## src/hw/rtl/matrix_multiply_core_defines.svh

```systemverilog
// Assertion macros shared by the matrix multiply RTL.
`ifndef MATRIX_MULTIPLY_CORE_DEFINES_SVH
`define MATRIX_MULTIPLY_CORE_DEFINES_SVH

// Same-cycle implication, sampled on clock, off during reset.
`define MMC_ASSERT_NOW(label, ante, cons, msg) \
   label: assert property (@(posedge clock) disable iff (reset) (ante) |-> (cons)) \
      else $error(msg);

// Next-cycle implication, sampled on clock, off during reset.
`define MMC_ASSERT_NEXT(label, ante, cons, msg) \
   label: assert property (@(posedge clock) disable iff (reset) (ante) |=> (cons)) \
      else $error(msg);

`endif

```

## src/hw/rtl/mmc_pkg.sv

```systemverilog
// Shared constants and types for the matrix multiply core.
package mmc_pkg;

   localparam int MAX_DIM_DEFAULT    = 8;
   localparam int DATA_WIDTH_DEFAULT = 16;

   localparam int IDX_W   = 3;
   localparam int VALUE_W = 16;
   localparam int ACC_W   = 35;
   localparam int CMD_W   = 2;

   localparam logic [CMD_W-1:0] CMD_LOAD_A  = 2'd0;
   localparam logic [CMD_W-1:0] CMD_LOAD_B  = 2'd1;
   localparam logic [CMD_W-1:0] CMD_COMPUTE = 2'd2;

   localparam int CSR_ADDR_W = 2;
   localparam int CSR_DATA_W = 4;
   localparam logic [CSR_ADDR_W-1:0] CSR_ROWS_A    = 2'd0;
   localparam logic [CSR_ADDR_W-1:0] CSR_INNER_DIM = 2'd1;
   localparam logic [CSR_ADDR_W-1:0] CSR_COLS_B    = 2'd2;

   localparam int REQ_TDATA_W = 24;
   localparam int RSP_FIELD_W = 2 * IDX_W + ACC_W;
   localparam int RSP_TDATA_W = 48;
   localparam int RSP_PAD_W   = RSP_TDATA_W - RSP_FIELD_W;

   // One multiply-accumulate step handed from the sequencer to the datapath.
   typedef struct packed {
      logic             valid;
      logic             first;
      logic             last_k;
      logic             final_elem;
      logic [IDX_W-1:0] row;
      logic [IDX_W-1:0] col;
   } mmc_issue_type;

endpackage

```

## src/hw/rtl/mmc_ram.sv

```systemverilog
// Generic single-write, single-read RAM with registered read data.
module mmc_ram #(
   parameter int WIDTH = 16,
   parameter int DEPTH = 64,
   localparam int ADDR_W = (DEPTH > 1) ? $clog2(DEPTH) : 1
) (
   input  logic              clock,
   input  logic              wr_en,
   input  logic [ADDR_W-1:0] wr_addr,
   input  logic [WIDTH-1:0]  wr_data,
   input  logic              rd_en,
   input  logic [ADDR_W-1:0] rd_addr,
   output logic [WIDTH-1:0]  rd_data
);

   logic [WIDTH-1:0] mem_ff [DEPTH];

   always_ff @(posedge clock) begin
      if (wr_en) begin
         mem_ff[wr_addr] <= wr_data;
      end
      if (rd_en) begin
         rd_data <= mem_ff[rd_addr];
      end
   end

endmodule

```

## src/hw/rtl/mmc_seq.sv

```systemverilog
// Shape registers and element/inner-index sequencer for the matrix multiply.
`include "matrix_multiply_core_defines.svh"

module mmc_seq #(
   parameter int MAX_DIM = 8,
   parameter int ADDR_W  = 6
) (
   input  logic                           clock,
   input  logic                           reset,
   input  logic                           csr_we,
   input  logic [mmc_pkg::CSR_ADDR_W-1:0] csr_addr,
   input  logic [mmc_pkg::CSR_DATA_W-1:0] csr_wdata,
   input  logic                           start,
   input  logic                           pipe_busy,
   input  logic                           out_valid,
   input  logic                           out_ready,
   output logic                           busy,
   output mmc_pkg::mmc_issue_type         issue,
   output logic [ADDR_W-1:0]              a_raddr,
   output logic [ADDR_W-1:0]              b_raddr
);

   import mmc_pkg::*;

   localparam int DIM_W = $clog2(MAX_DIM + 1);

   localparam logic [1:0] ST_IDLE  = 2'd0;
   localparam logic [1:0] ST_WAIT  = 2'd1;
   localparam logic [1:0] ST_ISSUE = 2'd2;

   logic [1:0]       state_ff, state_in;
   logic [DIM_W-1:0] rows_ff, rows_in;
   logic [DIM_W-1:0] inner_ff, inner_in;
   logic [DIM_W-1:0] cols_ff, cols_in;
   logic [IDX_W-1:0] i_ff, i_in;
   logic [IDX_W-1:0] j_ff, j_in;
   logic [IDX_W-1:0] k_ff, k_in;
   logic             done_ff, done_in;
   logic             last_i, last_j, last_k;

   function automatic logic [DIM_W-1:0] clamp_dim(input logic [CSR_DATA_W-1:0] v);
      if (v == '0) begin
         return DIM_W'(1);
      end else if (32'(v) > MAX_DIM) begin
         return DIM_W'(MAX_DIM);
      end
      return DIM_W'(v);
   endfunction

   assign last_i = (DIM_W'(i_ff) + DIM_W'(1)) == rows_ff;
   assign last_j = (DIM_W'(j_ff) + DIM_W'(1)) == cols_ff;
   assign last_k = (DIM_W'(k_ff) + DIM_W'(1)) == inner_ff;

   assign busy = (state_ff != ST_IDLE);

   always_comb begin
      issue.valid      = (state_ff == ST_ISSUE);
      issue.first      = (k_ff == '0);
      issue.last_k     = last_k;
      issue.final_elem = last_i && last_j;
      issue.row        = i_ff;
      issue.col        = j_ff;
   end

   assign a_raddr = ADDR_W'(32'(i_ff) * MAX_DIM + 32'(k_ff));
   assign b_raddr = ADDR_W'(32'(k_ff) * MAX_DIM + 32'(j_ff));

   always_comb begin
      rows_in  = rows_ff;
      inner_in = inner_ff;
      cols_in  = cols_ff;
      if (csr_we) begin
         case (csr_addr)
            CSR_ROWS_A:    rows_in  = clamp_dim(csr_wdata);
            CSR_INNER_DIM: inner_in = clamp_dim(csr_wdata);
            CSR_COLS_B:    cols_in  = clamp_dim(csr_wdata);
            default: ;
         endcase
      end
   end

   always_comb begin
      state_in = state_ff;
      i_in     = i_ff;
      j_in     = j_ff;
      k_in     = k_ff;
      done_in  = done_ff;
      case (state_ff)
         ST_IDLE: begin
            if (start) begin
               state_in = ST_WAIT;
               i_in     = '0;
               j_in     = '0;
               k_in     = '0;
               done_in  = 1'b0;
            end
         end
         ST_WAIT: begin
            // hold until the previous element has landed in the output register
            if (!pipe_busy) begin
               if (done_ff) begin
                  state_in = ST_IDLE;
               end else if (!out_valid || out_ready) begin
                  state_in = ST_ISSUE;
               end
            end
         end
         ST_ISSUE: begin
            if (last_k) begin
               k_in     = '0;
               state_in = ST_WAIT;
               if (last_j) begin
                  j_in = '0;
                  if (last_i) begin
                     done_in = 1'b1;
                  end else begin
                     i_in = i_ff + IDX_W'(1);
                  end
               end else begin
                  j_in = j_ff + IDX_W'(1);
               end
            end else begin
               k_in = k_ff + IDX_W'(1);
            end
         end
         default: state_in = ST_IDLE;
      endcase
   end

   always_ff @(posedge clock) begin
      if (reset) begin
         state_ff <= ST_IDLE;
         rows_ff  <= DIM_W'(1);
         inner_ff <= DIM_W'(1);
         cols_ff  <= DIM_W'(1);
         i_ff     <= '0;
         j_ff     <= '0;
         k_ff     <= '0;
         done_ff  <= 1'b0;
      end else begin
         state_ff <= state_in;
         rows_ff  <= rows_in;
         inner_ff <= inner_in;
         cols_ff  <= cols_in;
         i_ff     <= i_in;
         j_ff     <= j_in;
         k_ff     <= k_in;
         done_ff  <= done_in;
      end
   end

   `MMC_ASSERT_NOW(a_idle_pipe_empty, !busy, !pipe_busy, "datapath busy while idle")
   `MMC_ASSERT_NOW(a_slot_free, issue.valid && issue.first, !out_valid || out_ready,
                   "element started with output slot occupied")
   `MMC_ASSERT_NEXT(a_start_busy, start, busy, "compute transfer did not start sequencer")

endmodule

```

## src/hw/rtl/mmc_mac.sv

```systemverilog
// Multiply-accumulate datapath and result register for the matrix multiply.
`include "matrix_multiply_core_defines.svh"

module mmc_mac #(
   parameter int DATA_WIDTH = 16
) (
   input  logic                             clock,
   input  logic                             reset,
   input  mmc_pkg::mmc_issue_type           issue,
   input  logic signed [DATA_WIDTH-1:0]     a_data,
   input  logic signed [DATA_WIDTH-1:0]     b_data,
   input  logic                             out_ready,
   output logic                             pipe_busy,
   output logic                             out_valid,
   output logic [mmc_pkg::IDX_W-1:0]        out_row,
   output logic [mmc_pkg::IDX_W-1:0]        out_col,
   output logic signed [mmc_pkg::ACC_W-1:0] out_value,
   output logic                             out_last
);

   import mmc_pkg::*;

   localparam int PROD_W = 2 * DATA_WIDTH;

   mmc_issue_type            s1_ff;
   mmc_issue_type            s2_ff;
   logic signed [PROD_W-1:0] prod_in;
   logic signed [PROD_W-1:0] prod_ff;
   logic signed [ACC_W-1:0]  prod_ext;
   logic signed [ACC_W-1:0]  acc_ff;
   logic signed [ACC_W-1:0]  sum;
   logic                     out_valid_ff;
   logic [IDX_W-1:0]         out_row_ff;
   logic [IDX_W-1:0]         out_col_ff;
   logic signed [ACC_W-1:0]  out_value_ff;
   logic                     out_last_ff;

   assign prod_in = a_data * b_data;

   // the sum is kept modulo 2^ACC_W, so wide products just drop their top bits
   generate
      if (PROD_W >= ACC_W) begin : g_trunc
         assign prod_ext = prod_ff[ACC_W-1:0];
      end else begin : g_sext
         assign prod_ext = {{(ACC_W - PROD_W){prod_ff[PROD_W-1]}}, prod_ff};
      end
   endgenerate

   assign sum = (s2_ff.first ? '0 : acc_ff) + prod_ext;

   always_ff @(posedge clock) begin
      if (reset) begin
         s1_ff        <= '0;
         s2_ff        <= '0;
         out_valid_ff <= 1'b0;
      end else begin
         s1_ff <= issue;
         s2_ff <= s1_ff;
         if (s2_ff.valid && s2_ff.last_k) begin
            out_valid_ff <= 1'b1;
         end else if (out_ready) begin
            out_valid_ff <= 1'b0;
         end
      end
   end

   always_ff @(posedge clock) begin
      if (s1_ff.valid) begin
         prod_ff <= prod_in;
      end
      if (s2_ff.valid) begin
         acc_ff <= sum;
      end
      if (s2_ff.valid && s2_ff.last_k) begin
         out_row_ff   <= s2_ff.row;
         out_col_ff   <= s2_ff.col;
         out_value_ff <= sum;
         out_last_ff  <= s2_ff.final_elem;
      end
   end

   assign pipe_busy = s1_ff.valid || s2_ff.valid;
   assign out_valid = out_valid_ff;
   assign out_row   = out_row_ff;
   assign out_col   = out_col_ff;
   assign out_value = out_value_ff;
   assign out_last  = out_last_ff;

   `MMC_ASSERT_NOW(a_no_overwrite, s2_ff.valid && s2_ff.last_k, !out_valid_ff || out_ready,
                   "result register overwritten before transfer")
   `MMC_ASSERT_NOW(a_result_source, $rose(out_valid_ff), $past(s2_ff.valid && s2_ff.last_k),
                   "result appeared without a finished sum")
   `MMC_ASSERT_NEXT(a_gap_after_elem, s1_ff.valid && s1_ff.last_k, !s1_ff.valid,
                    "next element issued before previous one drained")

endmodule

```

## src/hw/rtl/matrix_multiply_core.sv

```systemverilog
// Top level of the matrix multiply core: C = A x B in fixed point.
//
// Request channel (req_): each transfer carries one command in req_tuser.
//   Load A / load B write one Q8.8 element at (row, col) into the A or B
//   memory and produce no result; they are taken one per cycle while no
//   compute runs. Indexes at or beyond MAX_DIM are dropped, and so is the
//   unused command code. Compute emits rows_a * cols_b results on the
//   response channel (rsp_), row-major, each the exact Q19.16 dot product;
//   rsp_tlast marks the last. Each element reads one A and one B entry per
//   cycle through the single read port of each memory, then passes a
//   multiply stage and an accumulate stage; a new element starts only once
//   the previous one has left the datapath.
// req_tready is low while a compute runs; it rises once the last result is
//   in the output register, so a new item can enter while that one waits.
// A stalled rsp_tready holds the result register; the next element does not
//   start until its slot is free.
// Shape registers (csr_): 0 rows_a, 1 inner_dim, 2 cols_b; zero reads as 1
//   and values above MAX_DIM as MAX_DIM. Write them only while idle.
// Reset: shapes go to 1, the sequencer to idle; memory contents are kept
//   and must be loaded before use.
module matrix_multiply_core #(
   parameter int MAX_DIM    = mmc_pkg::MAX_DIM_DEFAULT,
   parameter int DATA_WIDTH = mmc_pkg::DATA_WIDTH_DEFAULT
) (
   input  logic                            clock,
   input  logic                            reset,
   input  logic                            req_tvalid,
   output logic                            req_tready,
   // row [2:0], col [5:3], value [21:6], zero [23:22]
   input  logic [mmc_pkg::REQ_TDATA_W-1:0] req_tdata,
   // cmd [1:0]
   input  logic [mmc_pkg::CMD_W-1:0]       req_tuser,
   output logic                            rsp_tvalid,
   input  logic                            rsp_tready,
   // out_row [2:0], out_col [5:3], out_value [40:6], zero [47:41]
   output logic [mmc_pkg::RSP_TDATA_W-1:0] rsp_tdata,
   output logic                            rsp_tlast,
   input  logic                            csr_we,
   input  logic [mmc_pkg::CSR_ADDR_W-1:0]  csr_addr,
   input  logic [mmc_pkg::CSR_DATA_W-1:0]  csr_wdata
);

   import mmc_pkg::*;

   localparam int DEPTH  = MAX_DIM * MAX_DIM;
   localparam int ADDR_W = (DEPTH > 1) ? $clog2(DEPTH) : 1;

   logic                   accept;
   logic [IDX_W-1:0]       in_row;
   logic [IDX_W-1:0]       in_col;
   logic [VALUE_W-1:0]     in_value;
   logic [DATA_WIDTH-1:0]  store_data;
   logic                   in_range;
   logic [ADDR_W-1:0]      wr_addr;
   logic                   load_a;
   logic                   load_b;
   logic                   start;
   logic                   busy;
   logic                   pipe_busy;
   mmc_issue_type          issue;
   logic [ADDR_W-1:0]      a_raddr;
   logic [ADDR_W-1:0]      b_raddr;
   logic [DATA_WIDTH-1:0]  a_rdata;
   logic [DATA_WIDTH-1:0]  b_rdata;
   logic                   out_valid;
   logic [IDX_W-1:0]       out_row;
   logic [IDX_W-1:0]       out_col;
   logic signed [ACC_W-1:0] out_value;
   logic                   out_last;

   assign in_row   = req_tdata[IDX_W-1:0];
   assign in_col   = req_tdata[2*IDX_W-1:IDX_W];
   assign in_value = req_tdata[2*IDX_W+VALUE_W-1:2*IDX_W];

   // keep the low DATA_WIDTH bits of the value; a wider store zero-extends
   generate
      if (DATA_WIDTH <= VALUE_W) begin : g_narrow
         assign store_data = in_value[DATA_WIDTH-1:0];
      end else begin : g_wide
         assign store_data = {{(DATA_WIDTH - VALUE_W){1'b0}}, in_value};
      end
   endgenerate

   assign req_tready = !busy;
   assign accept     = req_tvalid && req_tready;
   assign in_range   = (32'(in_row) < MAX_DIM) && (32'(in_col) < MAX_DIM);
   assign wr_addr    = ADDR_W'(32'(in_row) * MAX_DIM + 32'(in_col));
   assign load_a     = accept && (req_tuser == CMD_LOAD_A) && in_range;
   assign load_b     = accept && (req_tuser == CMD_LOAD_B) && in_range;
   assign start      = accept && (req_tuser == CMD_COMPUTE);

   mmc_ram #(
      .WIDTH (DATA_WIDTH),
      .DEPTH (DEPTH)
   ) u_ram_a (
      .clock   (clock),
      .wr_en   (load_a),
      .wr_addr (wr_addr),
      .wr_data (store_data),
      .rd_en   (issue.valid),
      .rd_addr (a_raddr),
      .rd_data (a_rdata)
   );

   mmc_ram #(
      .WIDTH (DATA_WIDTH),
      .DEPTH (DEPTH)
   ) u_ram_b (
      .clock   (clock),
      .wr_en   (load_b),
      .wr_addr (wr_addr),
      .wr_data (store_data),
      .rd_en   (issue.valid),
      .rd_addr (b_raddr),
      .rd_data (b_rdata)
   );

   mmc_seq #(
      .MAX_DIM (MAX_DIM),
      .ADDR_W  (ADDR_W)
   ) u_seq (
      .clock     (clock),
      .reset     (reset),
      .csr_we    (csr_we),
      .csr_addr  (csr_addr),
      .csr_wdata (csr_wdata),
      .start     (start),
      .pipe_busy (pipe_busy),
      .out_valid (out_valid),
      .out_ready (rsp_tready),
      .busy      (busy),
      .issue     (issue),
      .a_raddr   (a_raddr),
      .b_raddr   (b_raddr)
   );

   mmc_mac #(
      .DATA_WIDTH (DATA_WIDTH)
   ) u_mac (
      .clock     (clock),
      .reset     (reset),
      .issue     (issue),
      .a_data    (a_rdata),
      .b_data    (b_rdata),
      .out_ready (rsp_tready),
      .pipe_busy (pipe_busy),
      .out_valid (out_valid),
      .out_row   (out_row),
      .out_col   (out_col),
      .out_value (out_value),
      .out_last  (out_last)
   );

   assign rsp_tvalid = out_valid;
   assign rsp_tdata  = {{RSP_PAD_W{1'b0}}, out_value, out_col, out_row};
   assign rsp_tlast  = out_last;

endmodule

```

## config.mk

```make
export PLATFORM = sky130hd
export DESIGN_NAME = matrix_multiply_core
export DESIGN_NICKNAME = d
export VERILOG_FILES = /design/src/hw/rtl/mmc_pkg.sv /design/src/hw/rtl/mmc_ram.sv /design/src/hw/rtl/mmc_seq.sv /design/src/hw/rtl/mmc_mac.sv /design/src/hw/rtl/matrix_multiply_core.sv
export VERILOG_INCLUDE_DIRS = /design/src /design/src/hw/rtl
export SDC_FILE = /design/constraint.sdc
export NUM_CORES = 2
export LEC_CHECK = 0
export BUFFER_PORTS_ARGS = -buffer_cell sky130_fd_sc_hd__clkbuf_2
export CELL_PAD_IN_SITES_DETAIL_PLACEMENT = 2
export CELL_PAD_IN_SITES_GLOBAL_PLACEMENT = 2
export CORE_UTILIZATION = 52
export CTS_CLUSTER_DIAMETER = 40
export DETAILED_ROUTE_END_ITERATION = 6
export PLACE_DENSITY_LB_ADDON = 0.1
export SLEW_MARGIN = 20
export SYNTH_ARGS = -nofsm -noshare
export SYNTH_HDL_FRONTEND = slang
export SYNTH_SLANG_ARGS = --single-unit
export TNS_END_PERCENT = 50
```

## constraint.sdc

```tcl
create_clock -name clock -period 18.8 [get_ports clock]
set_clock_uncertainty 0.2 [all_clocks]
set_input_delay 3.76 -clock clock [delete_from_list [all_inputs] [get_ports clock]]
set_output_delay 3.76 -clock clock [all_outputs]
set_load 0.02 [all_outputs]
```

==> impl_metrics.json, run 1 <==
{
  "fp.dieH_um": 434,
  "ys.flop_type": "sky130_fd_sc_hd__edfxtp_1",
  "ioPinCount": 88,
  "yosys_warn_count": 0,
  "post_synth_instance_area_mm2": 0.0970,
  "last-stage-reached": "detailed placement",
  "core.rowCount": 158,
  "fraction_of_registers_with_async_set_reset_pct": 0,
  "die-width_um": 434,
  "avgSynthCellArea_um2": 17.1,
  "yosys.cell_types.count": 66,
  "synth_seq_cells": 2234,
  "floorplan.initialDensity_pct": 52.3,
  "synth.yosys.seq_area_share_pct": 68.7,
  "status": "did not finish",
  "postSynthCellCount": 5661,
  "numPortBuffers": 78,
  "detailedPlacementHpwl_um": 212000,
  "globalplace.congestion": 0.800,
  "first-error": "[ERROR DPL-0033] detailed placement checks failed during check placement.",
  "edff_count_synth": 2189
}
==> per-stage QoR <==
step                    instances  hold slack, ns
after global placement       8134           0.189
after floorplan              5667           0.186
==> logic make-up after synthesis <==
| kind of cell | Yosys count | synth area share, % |
|---|---|---|
| simple gates | 784 | 3.77 |
| buf+inv | 605 | 2.44 |
| xor+xnor | 77 | 0.696 |
| compound gates | 766 | 5.22 |
| flops | 2234 | 68.7 |
| other cells | 1 | 0.00387 |
| fa+ha+maj | 383 | 6.98 |
| mux | 811 | 12.2 |
==> Yosys cell counts (4+ instances only) <==
| master | count | area share, % |
|---|---|---|
| sky130_fd_sc_hd__a211o_1 | 5 | 0.045 |
| sky130_fd_sc_hd__a21o_1 | 32 | 0.25 |
| sky130_fd_sc_hd__a21oi_1 | 247 | 1.3 |
| sky130_fd_sc_hd__a31oi_1 | 6 | 0.039 |
| sky130_fd_sc_hd__and2_1 | 118 | 0.76 |
| sky130_fd_sc_hd__and3_1 | 13 | 0.084 |
| sky130_fd_sc_hd__buf_1 | 50 | 0.19 |
| sky130_fd_sc_hd__buf_2 | 52 | 0.27 |
| sky130_fd_sc_hd__buf_4 | 7 | 0.054 |
| sky130_fd_sc_hd__clkbuf_1 | 177 | 0.69 |
| sky130_fd_sc_hd__dfxtp_1 | 45 | 0.93 |
| sky130_fd_sc_hd__edfxtp_1 | 2189 | 68 |
| sky130_fd_sc_hd__fa_1 | 263 | 5.4 |
| sky130_fd_sc_hd__ha_1 | 120 | 1.5 |
| sky130_fd_sc_hd__inv_1 | 319 | 1.2 |
| sky130_fd_sc_hd__mux2_2 | 64 | 0.74 |
| sky130_fd_sc_hd__mux2i_1 | 459 | 4.7 |
| sky130_fd_sc_hd__mux4_2 | 288 | 6.7 |
| sky130_fd_sc_hd__nand2_1 | 299 | 1.2 |
| sky130_fd_sc_hd__nand2b_1 | 22 | 0.14 |
| sky130_fd_sc_hd__nand3_1 | 15 | 0.077 |
| sky130_fd_sc_hd__nand3b_1 | 12 | 0.093 |
| sky130_fd_sc_hd__nand4_1 | 5 | 0.032 |
| sky130_fd_sc_hd__nor2_1 | 202 | 0.78 |
| sky130_fd_sc_hd__nor2b_1 | 66 | 0.43 |
| sky130_fd_sc_hd__nor3_1 | 12 | 0.062 |
| sky130_fd_sc_hd__nor3b_1 | 6 | 0.046 |
| sky130_fd_sc_hd__o21a_1 | 5 | 0.039 |
| sky130_fd_sc_hd__o21ai_0 | 100 | 0.52 |
| sky130_fd_sc_hd__o21bai_1 | 9 | 0.070 |
| sky130_fd_sc_hd__o221ai_1 | 192 | 1.7 |
| sky130_fd_sc_hd__o22ai_1 | 130 | 0.84 |
| sky130_fd_sc_hd__or3_1 | 5 | 0.032 |
| sky130_fd_sc_hd__or3b_2 | 4 | 0.036 |
| sky130_fd_sc_hd__xnor2_1 | 57 | 0.51 |
| sky130_fd_sc_hd__xor2_1 | 20 | 0.18 |
==> run 2: changes to the inputs <==
--- a/config.mk
+++ b/config.mk
@@ -7,12 +7,9 @@
 export NUM_CORES = 2
 export LEC_CHECK = 0
 export BUFFER_PORTS_ARGS = -buffer_cell sky130_fd_sc_hd__clkbuf_2
-export CELL_PAD_IN_SITES_DETAIL_PLACEMENT = 2
-export CELL_PAD_IN_SITES_GLOBAL_PLACEMENT = 2
-export CORE_UTILIZATION = 52
-export CTS_CLUSTER_DIAMETER = 40
+export CORE_UTILIZATION = 40
 export DETAILED_ROUTE_END_ITERATION = 6
-export PLACE_DENSITY_LB_ADDON = 0.1
+export PLACE_DENSITY_LB_ADDON = 0.15
 export SLEW_MARGIN = 20
 export SYNTH_ARGS = -nofsm -noshare
 export SYNTH_HDL_FRONTEND = slang
==> run 2 against run 1 <==
Compared with the run above:
- the flow now finishes without violations
- synthesized cell count stayed put
- area after synthesis stayed put
==> impl_metrics.json, run 2 <==
{
  "placed_cells_incl_taps": 8831,
  "cp_slowest_cell": "sky130_fd_sc_hd__edfxtp_1",
  "synth.area.top_cells": "sky130_fd_sc_hd__edfxtp_1 68%, sky130_fd_sc_hd__mux4_2 6.7%, sky130_fd_sc_hd__fa_1 5.4%",
  "synth_seq_cells": 2234,
  "fin_setup_tns_ns": 0,
  "ys.flop_type": "sky130_fd_sc_hd__edfxtp_1",
  "cp_cell_sequence": "nand2_1, fa_1, inv_1, fa_1, fa_1, fa_1, fa_1, inv_1, fa_1, inv_1, ha_1, and3_1, a21oi_1, o21ai_0, o41a_1, o41ai_2, o21ai_1, o41ai_2, xnor2_1",
  "grt_setup_unrepaired": "false",
  "drt_wl_total_um": 248000,
  "cts_max_path_buffers": 3,
  "drt_first_pass_iters": 6,
  "biggest_registers_after_layout": "u_ram_a.mem_ff (1024), u_ram_b.mem_ff (1024)",
  "worst_hold_path_type": "flip-flop to flip-flop",
  "fmax_mhz": 142,
  "clkSlewWorstSetupHoldPaths_ns": 0.06,
  "top_cell_type_s_share_of_synthesized_area_pct": 67.8,
  "postSynthCellCount": 5661,
  "multi_input_area_mm2": 0.0281,
  "yosys.cell_types.count": 66,
  "grt_first_pass_wirelength_um": 357000,
  "max_cap_violations": 0,
  "synth.yosys.seq_area_share_pct": 68.7,
  "cts_tree": "done",
  "core.rowCount": 180,
  "cts_resized": 0,
  "critical-path-top-cell-by-count": "sky130_fd_sc_hd__fa_1",
  "ctsHoldBuffers": 0,
  "fin_nets": 6294,
  "drive_above_1_share_pct": 15.8,
  "nature_of_the_critical_path_endpoint": "flip-flop",
  "crit_start_category": "flip-flop",
  "mostFrequentLayoutCell": "sky130_fd_sc_hd__edfxtp_1",
  "postRouteAntennaNets": 0,
  "die_area_mm2": 0.244,
  "edff_count_synth": 2189,
  "max_slew_margin_pct": 22.7,
  "antenna_found_initial": 18,
  "commonest_cells_after_routing_fill_and_taps_aside": "2,189 x sky130_fd_sc_hd__edfxtp_1, 459 x sky130_fd_sc_hd__mux2i_1, 317 x sky130_fd_sc_hd__inv_1, 296 x sky130_fd_sc_hd__nand2_1, 288 x sky130_fd_sc_hd__mux4_2",
  "timing.final.crit_share_pct": 37.3,
  "power.total_mw": 10.9,
  "clock_tree.root_cell": "sky130_fd_sc_hd__clkbuf_16",
  "vias_in_the_first_global_route": 50283,
  "numCtsBuffers": 224,
  "initialDrtViolationCount": 4372,
  "post_cts_buffers": 0,
  "floorplan.initialDensity_pct": 40.3,
  "htree_num_levels": 4,
  "grt_overflow_total": 0,
  "synthToLayoutAreaGrowth_pct": 12.4,
  "finalHoldViolations": 0,
  "finalCriticalPeriod_ns": 7.02,
  "detailedPlacementHpwl_um": 148000,
  "remaining_drc_errors": 0,
  "post_synth_instance_area_mm2": 0.0970,
  "die-width_um": 494,
  "pin_count_of_the_biggest_net_entering_global_routing": 120,
  "synth_largest_area_cell": "sky130_fd_sc_hd__edfxtp_1",
  "detailroute.via_count": 50425,
  "slowest_delay_ns": 0.76,
  "vdd_drop_max_mv": 0.0986,
  "worst-path-max-fanout": 16,
  "timing.critical_path.required_ns": 19.18,
  "placeableCoreArea_mm2": 0.241,
  "ioPinCount": 88,
  "avgSynthCellArea_um2": 17.1,
  "power-per-cell-area_mw_per_mm2": 100,
  "final_max_slew_viol_count": 0,
  "critPathArrivalTime_ns": 7.40,
  "synth_most_common_cell": "sky130_fd_sc_hd__edfxtp_1",
  "yosys-top-cells-count": "2,189 x sky130_fd_sc_hd__edfxtp_1, 459 x sky130_fd_sc_hd__mux2i_1, 319 x sky130_fd_sc_hd__inv_1",
  "final-instance-count-excl-fill": 9257,
  "fraction_of_registers_with_async_set_reset_pct": 0,
  "yosys_warn_count": 0,
  "clock_network_latency_to_the_later_pin_of_the_worst_skew_pair_ns": 0.88,
  "regArea_mm2": 0.0667,
  "clock_net_sink_count": 2234,
  "critical_path_start_end_classification": "flip-flop to flip-flop",
  "routed_wire_length_per_instance_um": 26.8,
  "final-setup-viol-count": 0,
  "detail_route.vias_per_cell": 5.45,
  "tightestPinTransition_ns": 1.16,
  "fp.dieH_um": 494,
  "status": "finished clean",
  "fillerInstances": 20640,
  "power_leakage_nw": 35.0,
  "globalplace.congestion": 0.816,
  "grt_util_all_layers_pct": 20.2,
  "numPortBuffers": 78
}
[run 2: cell counts after synthesis]
No cell type changed its count.
[run 2: final cells by class]
type	instances	share of cell area, %
multi-input cells	2828	25.7
well taps	3185	3.66
repair buffers	267	1.77
clock buffers	304	5.59
flip-flops and latches	2234	61.2
inverters	319	1.10
clock inverters	111	0.945
diodes	9	0.0207
[run 2: cell families after synthesis]
family / after synthesis / synth area share [%]
AO/OA/AOI/OAI: 766 / 5.22
XOR/XNOR: 77 / 0.696
adder cells (fa/ha/maj): 383 / 6.98
buffers and inverters: 605 / 2.44
flip-flops: 2234 / 68.7
multiplexers: 811 / 12.2
other: 1 / 0.00387
AND/OR/NAND/NOR: 784 / 3.77
[run 2: critical path: cells and delay by family, from the launching register on]
family	cells	cell delay, ns
flip-flops	1	0.76
XOR/XNOR	1	0.11
buffers and inverters	3	0.22
AND/OR/NAND/NOR	2	0.45
adder cells (fa/ha/maj)	7	3.70
AO/OA/AOI/OAI	6	1.27
[run 2: power breakdown]
group | total [mW] | switching [mW] | internal, mW
registers | 5.54 | 0.00984 | 5.53
logic | 1.07 | 0.639 | 0.427
clock network | 4.34 | 1.89 | 2.45
[run 2: per-stage QoR]
| step | utilization (%) | hold WS [ns] | instance area (um^2) | setup slack, ns |
|---|---|---|---|---|
| after floorplan | - | 0.186 | 97000 | 12.42 |
| after global placement | 42.3 | 0.191 | 102000 | 11.49 |
| after detailed placement | 42.3 | 0.189 | 102000 | 11.40 |
| after CTS | 45.2 | 0.204 | 109000 | 11.76 |
| after global routing | 45.3 | 0.214 | 109000 | 11.48 |
| final | 45.3 | 0.205 | 109000 | 11.78 |
[run 2: path summary, 6_finish.rpt]
path                           startpoint                           to  slack (ns)  cells past startpoint
min reg2reg     u_mac.s2_ff[1]$_SDFF_PP0_   u_mac.out_col[1]$_DFFE_PP_        0.20                      0
max          u_ram_b.rd_data[2]$_DFFE_PP_  u_mac.prod_ff[30]$_DFFE_PP_       11.78                     19
min             u_mac.s2_ff[1]$_SDFF_PP0_   u_mac.out_col[1]$_DFFE_PP_        0.20                      0
max reg2reg  u_ram_b.rd_data[2]$_DFFE_PP_  u_mac.prod_ff[30]$_DFFE_PP_       11.78                     19
[run 2: layer usage]
| metal | track usage, % | vias up | wire, um |
|---|---|---|---|
| li1 | - | 22302 | - |
| met1 | 28.9 | 26463 | 111000 |
| met2 | 32.3 | 1348 | 118000 |
| met3 | 2.64 | 308 | 12900 |
| met4 | 5.64 | 4 | 5890 |
| met5 | 0 | - | 27 |
Note: power is estimated with default switching activity, not from simulation.
